$ cat config.mk
export PLATFORM = sky130hd
export DESIGN_NAME = hex_text_to_bytes_decoder_core
export DESIGN_NICKNAME = d
export VERILOG_FILES = /design/src/design/hxd_pkg.sv /design/src/design/hex_text_to_bytes_decoder_core.sv /design/src/design/hxd_char_class.sv /design/src/design/hxd_step.sv
export SDC_FILE = /design/constraint.sdc
export NUM_CORES = 1
export LEC_CHECK = 0
export ABC_CLOCK_PERIOD_IN_PS = 3250
export BUFFER_PORTS_ARGS = -buffer_cell sky130_fd_sc_hd__buf_2
export CAP_MARGIN = 20
export CORE_MARGIN = 1.5
export CORE_UTILIZATION = 56
export CTS_BUF_LIST = sky130_fd_sc_hd__clkbuf_16
export CTS_CLUSTER_DIAMETER = 80
export DETAILED_ROUTE_END_ITERATION = 10
export PLACE_DENSITY = 0.79
export SLEW_MARGIN = 20
export SYNTH_ARGS = -nofsm -noshare
export SYNTH_HDL_FRONTEND = slang
export SYNTH_SLANG_ARGS = --single-unit
$ cat constraint.sdc
create_clock -name clk -period 3.25 [get_ports clk]
set_input_delay 0.325 -clock clk [delete_from_list [all_inputs] [get_ports clk]]
set_output_delay 0.325 -clock clk [all_outputs]
set_load 0.005 [all_outputs]
$ cat src/design/hxd_pkg.sv
// Package for the hex text to bytes decoder: character codes, status codes,
// shared structs and character classification functions. No dependencies.
`default_nettype none

package hxd_pkg;

    localparam int unsigned CHAR_W   = 8;
    localparam int unsigned NIBBLE_W = 4;
    localparam int unsigned STATUS_W = 2;

    localparam logic [CHAR_W-1:0] CHAR_ZERO    = 8'h30;
    localparam logic [CHAR_W-1:0] CHAR_NINE    = 8'h39;
    localparam logic [CHAR_W-1:0] CHAR_LO_A    = 8'h61;
    localparam logic [CHAR_W-1:0] CHAR_LO_F    = 8'h66;
    localparam logic [CHAR_W-1:0] CHAR_UP_A    = 8'h41;
    localparam logic [CHAR_W-1:0] CHAR_UP_F    = 8'h46;
    localparam logic [CHAR_W-1:0] CHAR_LO_X    = 8'h78;
    localparam logic [CHAR_W-1:0] CHAR_UP_X    = 8'h58;
    localparam logic [CHAR_W-1:0] CHAR_TAB     = 8'h09;
    localparam logic [CHAR_W-1:0] CHAR_CR      = 8'h0D;
    localparam logic [CHAR_W-1:0] CHAR_SPACE   = 8'h20;

    localparam logic [NIBBLE_W-1:0] LETTER_BIAS = 4'd9;

    localparam logic [STATUS_W-1:0] STATUS_OK      = 2'd0;
    localparam logic [STATUS_W-1:0] STATUS_BAD_CHR = 2'd1;
    localparam logic [STATUS_W-1:0] STATUS_ODD_CNT = 2'd2;

    typedef struct packed {
        logic                is_skip;
        logic                is_hex;
        logic                is_zero;
        logic                is_x;
        logic [NIBBLE_W-1:0] nibble;
    } char_class_t;

    typedef struct packed {
        logic                has_result;
        logic [CHAR_W-1:0]   byte_value;
        logic                byte_valid;
        logic                frame_done;
        logic [STATUS_W-1:0] status;
    } result_t;

    function automatic logic is_skip_char(input logic [CHAR_W-1:0] c);
        logic hit;
        begin
            hit = 1'b0;
            if ((c >= CHAR_TAB && c <= CHAR_CR) || c == CHAR_SPACE)
            begin
                hit = 1'b1;
            end
            unique case (c)
                8'h2C, 8'h3B, 8'h3A, 8'h2D, 8'h5F, 8'h7C, 8'h2F,
                8'h5C, 8'h5B, 8'h5D, 8'h28, 8'h29, 8'h7B, 8'h7D,
                8'h3C, 8'h3E, 8'h27, 8'h22: hit = 1'b1;
                default: ;
            endcase
            return hit;
        end
    endfunction

    function automatic logic is_digit(input logic [CHAR_W-1:0] c);
        return c >= CHAR_ZERO && c <= CHAR_NINE;
    endfunction

    function automatic logic is_letter(input logic [CHAR_W-1:0] c);
        return (c >= CHAR_LO_A && c <= CHAR_LO_F) || (c >= CHAR_UP_A && c <= CHAR_UP_F);
    endfunction

    // digits carry their value in the low nibble; a-f / A-F sit at 1..6
    function automatic logic [NIBBLE_W-1:0] nibble_of(input logic [CHAR_W-1:0] c);
        logic [NIBBLE_W-1:0] n;
        begin
            if (is_digit(c))
            begin
                n = c[NIBBLE_W-1:0];
            end
            else if (is_letter(c))
            begin
                n = c[NIBBLE_W-1:0] + LETTER_BIAS;
            end
            else
            begin
                n = '0;
            end
            return n;
        end
    endfunction

endpackage

`default_nettype wire

$ cat src/design/hex_text_to_bytes_decoder_core.sv
// Hex text to bytes decoder, one character per transaction.
// The input register takes the character, then the result register loads the
// step result and raises out_valid; a stalled output can delay that load.
// Throughput: one character per cycle; characters that yield no result retire
// without touching the output. Limited only by output backpressure.
// Reset: asynchronous active low; clears pipeline valids and frame state.
`default_nettype none

module hex_text_to_bytes_decoder_core (
    input  wire logic                          clk,
    input  wire logic                          rst_n,
    input  wire logic                          in_valid,
    output wire logic                          in_ready,
    input  wire logic [hxd_pkg::CHAR_W-1:0]    char_code,
    input  wire logic                          last_char,
    output wire logic                          out_valid,
    input  wire logic                          out_ready,
    output wire logic [hxd_pkg::CHAR_W-1:0]    byte_value,
    output wire logic                          byte_valid,
    output wire logic                          frame_done,
    output wire logic [hxd_pkg::STATUS_W-1:0]  status
);

    logic                        in_valid_reg;
    logic [hxd_pkg::CHAR_W-1:0]  char_reg;
    logic                        last_reg;
    logic                        out_valid_reg;
    hxd_pkg::result_t            out_reg;

    hxd_pkg::char_class_t        char_class;
    hxd_pkg::result_t            step_result;
    logic                        out_free;
    logic                        advance;

    hxd_char_class u_class (
        .char_code  (char_reg),
        .char_class (char_class)
    );

    hxd_step u_step (
        .clk        (clk),
        .rst_n      (rst_n),
        .advance    (advance),
        .char_class (char_class),
        .last_char  (last_reg),
        .result     (step_result)
    );

    assign out_free = !out_valid_reg || out_ready;
    // a character with no result retires even while the output is stalled
    assign advance  = in_valid_reg && (out_free || !step_result.has_result);
    assign in_ready = !in_valid_reg || advance;

    always_ff @(posedge clk or negedge rst_n)
    begin
        if (!rst_n)
        begin
            in_valid_reg  <= 1'b0;
            out_valid_reg <= 1'b0;
        end
        else
        begin
            if (in_ready)
            begin
                in_valid_reg <= in_valid;
            end
            if (out_free)
            begin
                out_valid_reg <= advance && step_result.has_result;
            end
        end
    end

    always_ff @(posedge clk)
    begin
        if (in_valid && in_ready)
        begin
            char_reg <= char_code;
            last_reg <= last_char;
        end
        if (advance && step_result.has_result)
        begin
            out_reg <= step_result;
        end
    end

    assign out_valid  = out_valid_reg;
    assign byte_value = out_reg.byte_value;
    assign byte_valid = out_reg.byte_valid;
    assign frame_done = out_reg.frame_done;
    assign status     = out_reg.status;

endmodule

`default_nettype wire

$ cat src/design/hxd_char_class.sv
// Character classifier: splits one raw character into skip / hex / zero / x
// flags and its nibble value. Depends on hxd_pkg.
`default_nettype none

module hxd_char_class (
    input  wire logic [hxd_pkg::CHAR_W-1:0] char_code,
    output hxd_pkg::char_class_t            char_class
);

    always_comb
    begin
        char_class.is_skip = hxd_pkg::is_skip_char(char_code);
        char_class.is_hex  = hxd_pkg::is_digit(char_code) || hxd_pkg::is_letter(char_code);
        char_class.is_zero = (char_code == hxd_pkg::CHAR_ZERO);
        char_class.is_x    = (char_code == hxd_pkg::CHAR_LO_X) ||
                             (char_code == hxd_pkg::CHAR_UP_X);
        char_class.nibble  = hxd_pkg::nibble_of(char_code);
    end

endmodule

`default_nettype wire

$ cat src/design/hxd_step.sv
// Per-character decode step: frame state registers (pending zero, held nibble,
// error) and the result for one character. Depends on hxd_pkg.
`default_nettype none

module hxd_step (
    input  wire logic                clk,
    input  wire logic                rst_n,
    input  wire logic                advance,
    input  wire hxd_pkg::char_class_t char_class,
    input  wire logic                last_char,
    output hxd_pkg::result_t         result
);

    logic                          zero_pending_reg, zero_pending_next;
    logic                          nibble_held_reg, nibble_held_next;
    logic [hxd_pkg::NIBBLE_W-1:0]  held_nibble_reg, held_nibble_next;
    logic                          error_latched_reg, error_latched_next;

    always_comb
    begin
        zero_pending_next  = zero_pending_reg;
        nibble_held_next   = nibble_held_reg;
        held_nibble_next   = held_nibble_reg;
        error_latched_next = error_latched_reg;
        result             = '0;

        if (!error_latched_reg)
        begin
            zero_pending_next = 1'b0;
            // held zero not consumed by an x prefix counts as a digit first
            if (zero_pending_reg && !char_class.is_x)
            begin
                if (nibble_held_next)
                begin
                    result.byte_valid = 1'b1;
                    result.byte_value = {held_nibble_next, {hxd_pkg::NIBBLE_W{1'b0}}};
                    nibble_held_next  = 1'b0;
                    held_nibble_next  = '0;
                end
                else
                begin
                    nibble_held_next = 1'b1;
                    held_nibble_next = '0;
                end
            end
            if (!(zero_pending_reg && char_class.is_x))
            begin
                priority if (char_class.is_skip)
                begin
                end
                else if (char_class.is_zero && !last_char)
                begin
                    zero_pending_next = 1'b1;
                end
                else if (char_class.is_hex)
                begin
                    if (nibble_held_next)
                    begin
                        result.byte_valid = 1'b1;
                        result.byte_value = {held_nibble_next, char_class.nibble};
                        nibble_held_next  = 1'b0;
                        held_nibble_next  = '0;
                    end
                    else
                    begin
                        nibble_held_next = 1'b1;
                        held_nibble_next = char_class.nibble;
                    end
                end
                else
                begin
                    error_latched_next = 1'b1;
                end
            end
        end

        if (last_char)
        begin
            result.frame_done = 1'b1;
            priority if (error_latched_next)
            begin
                result.status = hxd_pkg::STATUS_BAD_CHR;
            end
            else if (nibble_held_next)
            begin
                result.status = hxd_pkg::STATUS_ODD_CNT;
            end
            else
            begin
                result.status = hxd_pkg::STATUS_OK;
            end
            zero_pending_next  = 1'b0;
            nibble_held_next   = 1'b0;
            held_nibble_next   = '0;
            error_latched_next = 1'b0;
        end

        result.has_result = result.byte_valid || last_char;
    end

    always_ff @(posedge clk or negedge rst_n)
    begin
        if (!rst_n)
        begin
            zero_pending_reg  <= 1'b0;
            nibble_held_reg   <= 1'b0;
            held_nibble_reg   <= '0;
            error_latched_reg <= 1'b0;
        end
        else if (advance)
        begin
            zero_pending_reg  <= zero_pending_next;
            nibble_held_reg   <= nibble_held_next;
            held_nibble_reg   <= held_nibble_next;
            error_latched_reg <= error_latched_next;
        end
    end

endmodule

`default_nettype wire
* Word-level counts from Yosys, hierarchy flattened
Cells that the tools add are included.
** Cells by class
- Order comparisons :: 8
- Equality and inequality tests :: 23
- Reductions and logical operators :: 26
- $add $sub $neg :: 1
- Bitwise logic cells :: 1
- Mux-type cells :: 44
** Operators with widths (number)
- $eq A8 B6 Y1 const B :: 13
- $eq A8 B7 Y1 const B :: 9
- $mux W9 :: 7
- $mux W4 :: 10
- $mux W1 :: 24
- $reduce_or A18 Y1 :: 1
- $ge A8 B7 Y1 const B :: 2
- $le A8 B7 Y1 const B :: 2
- $logic_and A1 B1 Y1 :: 10
- $ge A8 B4 Y1 const B :: 1
- $ge A8 B6 Y1 const B :: 1
- $le A8 B4 Y1 const B :: 1
- $le A8 B6 Y1 const B :: 1
- $logic_or A1 B1 Y1 :: 8
- $logic_not A1 Y1 :: 5
- $add A4 B4 Y4 const B :: 1
- $mux W2 :: 2
- $mux W3 :: 1
- $ne A2 B2 Y1 const B :: 1
- $reduce_and A2 Y1 :: 1
- $reduce_or A2 Y1 :: 1
- $not A1 Y1 :: 1
** Word-level totals
- Input bits :: 13
- Register bits after elaboration :: 30
- Output and inout bits :: 14
- Logic and storage cells :: 116

* Logic depth before layout (Yosys ltp)
Gate-level depths: netlist (run 1).
- Depth after elaboration :: 18
- Mapped depth :: 10
- Gate-level depth less buffers :: 10

* Modules after synthesis
Synthesis (run 1) repeated with hierarchy kept, for this count alone.
** Second synthesis, totals
- Cell total of the unflattened synthesis :: 155
- Area, all modules :: 1691.6 um2
** Modules (own cells, without submodules)
- hex_text_to_bytes_decoder_core :: instances 1, seq. area each 680.7 um2, area an instance 752.0 um2, cells an instance 31
- hxd_step :: instances 1, seq. area each 175.2 um2, area an instance 583.1 um2, cells an instance 72
- hxd_char_class :: instances 1, seq. area each 0.0 um2, area an instance 356.6 um2, cells an instance 52

* Least setup slack after synthesis (run 1)
Ideal clock, no wire load.
- Path kind :: flip-flop to flip-flop
- Start :: register char_reg[1] in the netlist's numbering
- End :: register out_reg (netlist bit byte_valid), enable pin
- Arrival time :: 2.634 ns
- Path buffers :: 0
- Library setup time :: 0.380 ns
- Setup slack :: 0.236 ns
- Clock period less this slack :: 3.014 ns
- Stages on the path, launching flop included :: 9
- Required time :: 2.870 ns
- Path through :: edfxtp_1 inv_1 ha_1 o21bai_1 a21oi_2 o21ba_4 or4_4 a31o_4 nor2_1
** Between the ends
- Cells in the longest elaborated chain, start to end :: 17
- Elaborated cells on any way between the ends :: 59
- Classes of those cells :: 8 x order compare; 22 x eq/ne; 11 x mux; 18 x reduce/logical
** Ends and longest elaborated chain
- start: declaration :: line hex_text_to_bytes_decoder_core.sv:25 : logic [hxd_pkg::CHAR_W-1:0] char_reg;
- start signal: assignment :: line hex_text_to_bytes_decoder_core.sv:78 : char_reg <= char_code;
- $eq A8 B7 Y1, on equally long branches :: line hxd_char_class.sv:15, hxd_char_class.sv:16
- $logic_or A1 B1 Y1 :: line hxd_char_class.sv:15 : char_class.is_x = (char_code == hxd_pkg::CHAR_LO_X) ||
- $logic_not A1 Y1 :: line hxd_step.sv:31 : if (zero_pending_reg && !char_class.is_x)
- $logic_and A1 B1 Y1 :: line hxd_step.sv:31
- $mux W1 :: line hxd_step.sv:31
- $mux W1 :: line hxd_step.sv:27 : if (!error_latched_reg)
- $mux W9 :: line hxd_step.sv:57 : if (nibble_held_next)
- $mux W9 :: line hxd_step.sv:55 : else if (char_class.is_hex)
- $mux W9 :: line hxd_step.sv:51 : else if (char_class.is_zero && !last_char)
- $mux W9 :: line hxd_step.sv:48 : priority if (char_class.is_skip)
- $mux W9 (*) :: line hxd_step.sv:46 : if (!(zero_pending_reg && char_class.is_x))
- $mux W1 (*) :: line hxd_step.sv:27
- $logic_or A1 B1 Y1 (*) :: line hxd_step.sv:98 : result.has_result = result.byte_valid || last_char;
- $logic_not A1 Y1 :: line hex_text_to_bytes_decoder_core.sv:51 : assign advance = in_valid_reg && (out_free || !step_result.has_result);
- $logic_or A1 B1 Y1 :: line hex_text_to_bytes_decoder_core.sv:51
- $logic_and A1 B1 Y1 :: line hex_text_to_bytes_decoder_core.sv:51
- $logic_and A1 B1 Y1 (*) :: line hex_text_to_bytes_decoder_core.sv:81 : if (advance && step_result.has_result)
- end signal: assignment :: line hex_text_to_bytes_decoder_core.sv:83 : out_reg <= step_result;
- end: declaration :: line hex_text_to_bytes_decoder_core.sv:28 : hxd_pkg::result_t out_reg;
Mark *: on every way between the ends. The rest lies on a longest branch, timed or not. The select of a mux whose other input is x is not followed.
A chain may end at the register's enable or synchronous reset.

* Worst setup path in the final report (run 1)
- Start :: register char_reg[0] in the netlist's numbering
- End :: output in_ready
** Between the ends
- Cells in the longest elaborated chain, start to end :: 17
- Elaborated cells on any way between the ends :: 59
- Classes of those cells :: 8 x order compare; 22 x eq/ne; 11 x mux; 18 x reduce/logical
** Ends and longest elaborated chain
- $eq A8 B7 Y1, on equally long branches :: line hxd_char_class.sv:15, hxd_char_class.sv:16
- $logic_or A1 B1 Y1 :: line hxd_char_class.sv:15
- $logic_not A1 Y1 :: line hxd_step.sv:31
- $logic_and A1 B1 Y1 :: line hxd_step.sv:31
- $mux W1 :: line hxd_step.sv:31
- $mux W1 :: line hxd_step.sv:27
- $mux W9 :: line hxd_step.sv:57
- $mux W9 :: line hxd_step.sv:55
- $mux W9 :: line hxd_step.sv:51
- $mux W9 :: line hxd_step.sv:48
- $mux W9 (*) :: line hxd_step.sv:46
- $mux W1 (*) :: line hxd_step.sv:27
- $logic_or A1 B1 Y1 (*) :: line hxd_step.sv:98
- $logic_not A1 Y1 (*) :: line hex_text_to_bytes_decoder_core.sv:51
- $logic_or A1 B1 Y1 (*) :: line hex_text_to_bytes_decoder_core.sv:51
- $logic_and A1 B1 Y1 (*) :: line hex_text_to_bytes_decoder_core.sv:51
- $logic_or A1 B1 Y1 (*) :: line hex_text_to_bytes_decoder_core.sv:52 : assign in_ready = !in_valid_reg || advance;
- end: declaration :: line hex_text_to_bytes_decoder_core.sv:13 : output wire logic in_ready,
Marked as above.

==> summary.md, run 1 <==
| Metric | Value |
|---|---|
| H-Tree Level Count | `2` |
| Final period utilization | `0.9550` |
| Max_cap viols | `0` |
| Initial antenna violation count | `0` |
| Number of failing hold endpoints at the final stage | `0` |
| # nets final | `232` |
| Peak VDD IR | `392.8 uV` |
| Status | `finished, final reports clean` |
| Site Rows | `20` |
| PwrDens | `463.1 nW/um^2` |
| Post-DP HPWL | `3.016 mm` |
| Synth Cell Area | `1807 sq um` |
| Bufs on Longest Clock Path | `2` |
| WP data required | `2.92 ns` |
| Register area share after synthesis | `0.4737` |
| Hold EP | `char_reg[3]$_DFFE_PP_` |
| Crit path time final | `3.104 ns` |
| Placed Instances | `247` |
| Post-synth ARST share | `0.3000` |
| Critical path class | `register to output pin` |
| ANT cells | `0` |
| # DRC | `0` |
| Clk Latency, worst-skew pair | `0.27 ns` |
| Max stage delay on crit path | `0.56 ns` |
| Main flop type after synthesis | `edfxtp_1` |
| Static Leak | `0.9573 nW` |
| First-pass GRT wire length | `6.782 mm` |
| Root buf cell | `clkbuf_16` |
| Max Slew Vio Count | `0` |
| Total CTS buffers | `5` |
| Num ports | `27` |
| Peak Freq | `322.2 MHz` |
| Largest cells by area after synthesis | `edfxtp_1 (35%), dfrtp_1 (12%), ha_1 (5.5%)` |
| Worst EP arrival | `2.78 ns` |
| Effective utilization at floorplan | `0.5918` |
| Final setup viols | `0` |
| Most numerous cell on the critical path | `ha_1` |
| FF-to-FF End | `frame_done$_DFFE_PP_` |
| RSZ-0062 raised after global routing | `false` |
| Largest area contributor in the netlist | `edfxtp_1` |
| Die W | `59.80 um` |
| CTS clock-pin slew for the worst setup and hold paths | `0.05 ns` |
| Post-CTS Setup Bufs | `0` |
| Die height | `59.80 um` |
| DR pass1 iterations | `4` |
| Slew HR | `0.6176` |
| Vias | `1,475` |
| YS warnings | `0` |
| Flop-to-flop setup slack | `0.39 ns` |
| Crit start category | `register` |
| Cell Count, Final, Fillers Out | `256` |
| Max FO, Critical Path | `4` |
| Register bit total from synthesis | `30` |
| Routed wire per std cell | `15.76 um` |
| CTS sink count | `30` |
| Setup Skew | `0.003385 ns` |
| EDFF count, synth | `21` |
| Post-synthesis average cell area | `11.08 sq um` |
| Worst r2r src | `char_reg[0]$_DFFE_PP_` |
| Total GRT Usage | `0.2593` |
| Hold_sp | `char_code[3]` |
| Syn Nets | `184` |
| Layout cells sized above 1 | `0.3443` |
| Post-Syn Instances | `163` |
| Port-buffer cells | `26` |
| GP Congestion | `0.9647` |
| Share of the synthesized area in the top cell type | `0.3490` |
| Vias in the first global route | `1,448` |
| Critical-path top delay cell | `or4_4` |
| Area growth syn-to-layout | `25.07%` |
| Setup_tns | `0 ns` |
| Die area | `3576 sq um` |
| First DRT Iteration DRCs | `102` |
| Worst Hold Class | `primary input to register` |
| Slew @ Worst Pin | `0.5730 ns` |
| CP Capture Type | `output pin` |
| Core ar. | `3053 sq um` |
| CP Cell Sequence | `inv_2 > ha_1 > or2b_2 > o31ai_4 > ha_1 > or4_4 > a31o_4 > buf_4 > or2_1 > buf_2` |
| CTS tree | `yes` |
| Remaining Overflow, GRT | `0` |
| Synth cell types | `59` |
| Hold Path Cell Cnt | `1` |
| Pin count of the biggest net entering global routing | `16` |
| Remaining antenna violation count | `0` |
| R2r worst-path depth | `8` |
| Vias per cell | `5.762` |
| Routed wire length | `4.034 mm` |
==> where the power goes <==
part	internal, mW	switching [mW]
clock	0.278	0.157
sequential	0.435	0.0259
combinational	0.0677	0.0820
total	0.781	0.265
==> cells by family after synthesis <==
group / synth area share
buffers and inverters: 0.05124
and+or+nand+nor: 0.1918
adders and majority gates: 0.05540
muxes: 0.01731
AOI/OAI and AO/OA: 0.2057
xor gates and xnor gates: 0.004849
DFF: 0.4737
==> repair_timing <==
item,in CTS,in global routing
gates resized for setup,0,6
endpoints found under the setup margin,0,22
hold buffers,1,0
endpoints found under the hold margin,9,0
==> worst max path at each step <==
| stage | depth (start not counted) | start | end |
|---|---|---|---|
| after detailed placement | 8 | char_reg[0]$_DFFE_PP_ | byte_value[2]$_SDFFCE_PP0P_ |
| final | 10 | char_reg[0]$_DFFE_PP_ | in_ready |
| after CTS | 11 | char_reg[1]$_DFFE_PP_ | in_ready |
| after global placement | 8 | char_reg[0]$_DFFE_PP_ | byte_value[1]$_SDFFCE_PP0P_ |
| after floorplan | 8 | char_reg[1]$_DFFE_PP_ | byte_valid$_DFFE_PP_ |
| after global routing | 10 | char_reg[0]$_DFFE_PP_ | in_ready |
==> metal layers <==
layer  up-vias  share of wire  GRT usage
met1       685           0.46     0.3663
li1        715              -          -
met3         7          0.075    0.06494
met2        68           0.46     0.3929
met5         -              0          0
met4         0          0.013    0.07937
==> cells in the mapped netlist (2+ instances only) <==
| library cell | count |
|---|---|
| nand2b_1 | 2 |
| a211oi_1 | 2 |
| mux2i_1 | 2 |
| or2b_2 | 2 |
| edfxtp_1 | 21 |
| and2b_2 | 2 |
| o22ai_1 | 4 |
| or4_4 | 2 |
| and2_1 | 2 |
| a21oi_1 | 8 |
| a31o_1 | 3 |
| inv_1 | 16 |
| o21a_1 | 3 |
| nand2_1 | 7 |
| nor4_1 | 5 |
| nor3_1 | 2 |
| o211ai_1 | 3 |
| nor2_1 | 11 |
| nor2b_1 | 2 |
| dfrtp_1 | 9 |
| a31oi_1 | 2 |
| o21bai_1 | 3 |
| ha_1 | 8 |
| o21ai_0 | 4 |
| nor3b_1 | 2 |
| o31ai_1 | 2 |
| o21ai_1 | 2 |
==> cell usage in the layout (no fill, tap or decap), types with 2 or more instances in the layout <==
cell type / count
buf_2: 26
nand2_1: 7
inv_2: 3
edfxtp_1: 21
ha_1: 8
a31oi_1: 2
o21ai_0: 4
o22ai_1: 4
mux2i_1: 2
buf_4: 17
inv_1: 14
nor2b_1: 2
o211ai_1: 3
dfrtp_1: 9
a211oi_1: 2
clkbuf_16: 5
nand2b_1: 2
a21oi_1: 8
nor2_1: 10
nor4_1: 5
or2b_2: 2
nor3b_1: 2
and2b_2: 2
and2_1: 2
o21bai_1: 3
a31o_1: 3
o21a_1: 2
o21ai_1: 2
or4_4: 2
nor3_1: 2
==> metrics by stage <==
stage | hold WS, ns | power [mW] | area, sq um | utilization | setup WS, ns
final | 0.2253 | 1.046 | 2260 | 0.7402 | 0.1462
after global routing | 0.2191 | 1.084 | 2260 | 0.7402 | 0.01992
after CTS | 0.2227 | 1.045 | 2242 | 0.7344 | 0.06951
after detailed placement | 0.1939 | 0.6105 | 2091 | 0.6848 | 0.1020
after global placement | 0.1907 | 0.6076 | 2091 | 0.6848 | 0.2304
after floorplan | 0.02941 | 0.5592 | 1807 | - | 0.2358
==> critical path, delay by kind of cell, from the launching register on <==
family / cells / cell delay [ns]
buffers and inverters: 3 / 0.33
DFF: 1 / 0.41
and+or+nand+nor: 3 / 0.95
AOI/OAI and AO/OA: 2 / 0.34
adders and majority gates: 2 / 0.47
==> area by class of cell <==
type / count / area, sq um
timing repair buffer: 44 / 267.8
fill: 223 / 793.3
inverter: 17 / 63.81
tap: 44 / 55.05
multi-input combinational: 113 / 875.8
sequential: 30 / 855.8
clock inverter: 3 / 16.27
clock buffer: 5 / 125.1
No activity file was read; power rests on OpenSTA's default activity.
==> run 2, diff against run 1 <==
--- a/config.mk
+++ b/config.mk
@@ -16,2 +16,3 @@
 export PLACE_DENSITY = 0.79
+export SETUP_SLACK_MARGIN = 0.2
 export SLEW_MARGIN = 20
==> constraint.sdc (replaced) <==
create_clock -name clk -period 3.25 [get_ports clk]
set_input_delay 0.8125 -clock clk [delete_from_list [all_inputs] [get_ports clk]]
set_output_delay 0.8125 -clock clk [all_outputs]
set_load 0.005 [all_outputs]
==> summary.md, run 2 (synthesized netlist as in run 1, its figures left out) <==
| Metric | Value |
|---|---|
| Worst r2r src | `char_reg[1]$_DFFE_PP_` |
| Area growth syn-to-layout | `31.86%` |
| Max_cap viols | `0` |
| Peak VDD IR | `378.4 uV` |
| Initial antenna violation count | `0` |
| Core ar. | `3053 sq um` |
| Most frequent cells in the layout | `buf_2 (26), buf_4 (24), edfxtp_1 (21)` |
| RSZ-0062 raised after global routing | `true` |
| Worst EP arrival | `2.65 ns` |
| Vias per cell | `5.962` |
| Clk Latency, worst-skew pair | `0.28 ns` |
| CTS clock-pin slew for the worst setup and hold paths | `0.05 ns` |
| CTS tree | `yes` |
| Crit path time final | `3.458 ns` |
| Root buf cell | `clkbuf_16` |
| ANT cells | `0` |
| Total GRT Usage | `0.2773` |
| # DRC | `0` |
| Die height | `59.80 um` |
| Multi-input logic area | `942.2 sq um` |
| Port-buffer cells | `26` |
| Crit path from | `char_reg[1]$_DFFE_PP_` |
| Hold Slack | `0.3821 ns` |
| Flop-to-flop setup slack | `0.09 ns` |
| Peak Freq | `289.2 MHz` |
| Routed wire per std cell | `17.14 um` |
| Crit start category | `register` |
| Remaining Overflow, GRT | `0` |
| Critical path class | `register to output pin` |
| Total CTS buffers | `5` |
| Post-Layout Inst Area | `2382 sq um` |
| Num ports | `27` |
| Status | `finished, violations left` |
| PwrDens | `451.8 nW/um^2` |
| First DRT Iteration DRCs | `121` |
| Setup_tns | `-0.2076 ns` |
| Pin count of the biggest net entering global routing | `16` |
| Layout cells sized above 1 | `0.4064` |
| Number of failing hold endpoints at the final stage | `0` |
| Effective utilization at floorplan | `0.5918` |
| Slew @ Worst Pin | `0.9673 ns` |
| # nets final | `239` |
| Post-Place Worst Slack | `-0.009290 ns` |
| Die area | `3576 sq um` |
| WP data required | `2.44 ns` |
| Die W | `59.80 um` |
| Post-DP HPWL | `2.944 mm` |
| Vias | `1,568` |
| CTS sink count | `30` |
| Static Leak | `0.9952 nW` |
| DR pass1 iterations | `4` |
| Routed wire length | `4.508 mm` |
| First-pass GRT wire length | `7.148 mm` |
| Final setup viols | `1` |
| Site Rows | `20` |
| Dpl cell area | `2043 sq um` |
| CP Capture Type | `output pin` |
| Slew HR | `0.3527` |
| Commonest non-fill, non-tap cell in the layout | `buf_2` |
| FF+latch area | `855.8 sq um` |
| Setup Skew | `0.003954 ns` |
| Fill cell count | `205` |
| Setup WS post-layout | `-0.2076 ns` |
| Failing checks | `setup timing` |
| GP Congestion | `0.9144` |
| Max Slew Vio Count | `0` |
| Max FO, Critical Path | `5` |
| Remaining antenna violation count | `0` |
| Worst Hold Class | `primary input to async pin` |
| Final period utilization | `1.064` |
| Bufs on Longest Clock Path | `2` |
| Vias in the first global route | `1,506` |
| H-Tree Level Count | `2` |
-- run 2: final timing paths --
kind,cells after the start,endpoint
max in group asynchronous,1,u_step.held_nibble_reg[1]$_DFFE_PN0P_
worst max-delay path,9,in_ready
worst max register to register,8,byte_value[3]$_SDFFCE_PP0P_
worst min-delay path,1,out_valid$_DFFE_PN0P_
worst min register to register,2,u_step.held_nibble_reg[2]$_DFFE_PN0P_
min in group clk,2,u_step.held_nibble_reg[2]$_DFFE_PN0P_
-- run 2: layer usage --
metal | share of wire | GRT usage
met3 | 0.074 | 0.06710
met4 | 0.028 | 0.1048
met5 | 0 | 0
met2 | 0.50 | 0.4519
met1 | 0.40 | 0.3555
-- run 2: metrics by stage --
step	cells	power (mW)	util
after floorplan	163	0.5598	-
after global placement	240	0.6037	0.6693
after detailed placement	240	0.6076	0.6693
after CTS	259	1.063	0.7594
after global routing	263	1.108	0.7803
final	263	1.076	0.7803
-- run 2: critical path, stage by stage, from the launching register on --
cell      delay, ns
edfxtp_1       0.48
buf_6          0.17
or4_4          0.50
nor3_4         0.15
or2_4          0.16
buf_4          0.13
o211ai_1       0.17
a31o_4         0.28
or2_1          0.20
buf_2          0.12
-- run 2: layout make-up --
class | count | area share
multi-input cells | 113 | 0.3955
flip-flops and latches | 30 | 0.3592
repair buffers | 51 | 0.1350
clock buffers | 5 | 0.05252
inverters | 17 | 0.02784
well taps | 44 | 0.02311
clock inverters | 3 | 0.006828
-- run 2: where the power goes --
part / internal (mW) / switching (mW)
clock: 0.278 / 0.161
combinational: 0.0808 / 0.0931
sequential: 0.435 / 0.0280
-- run 2: timing repair --
item | in CTS | in global routing
gates resized for setup | 9 | 9
hold endpoints to repair | 0 | 0
setup buffers | 11 | 4
hold buffers | 0 | 0
setup endpoints to repair | 22 | 22
pin swaps | 4 | 8
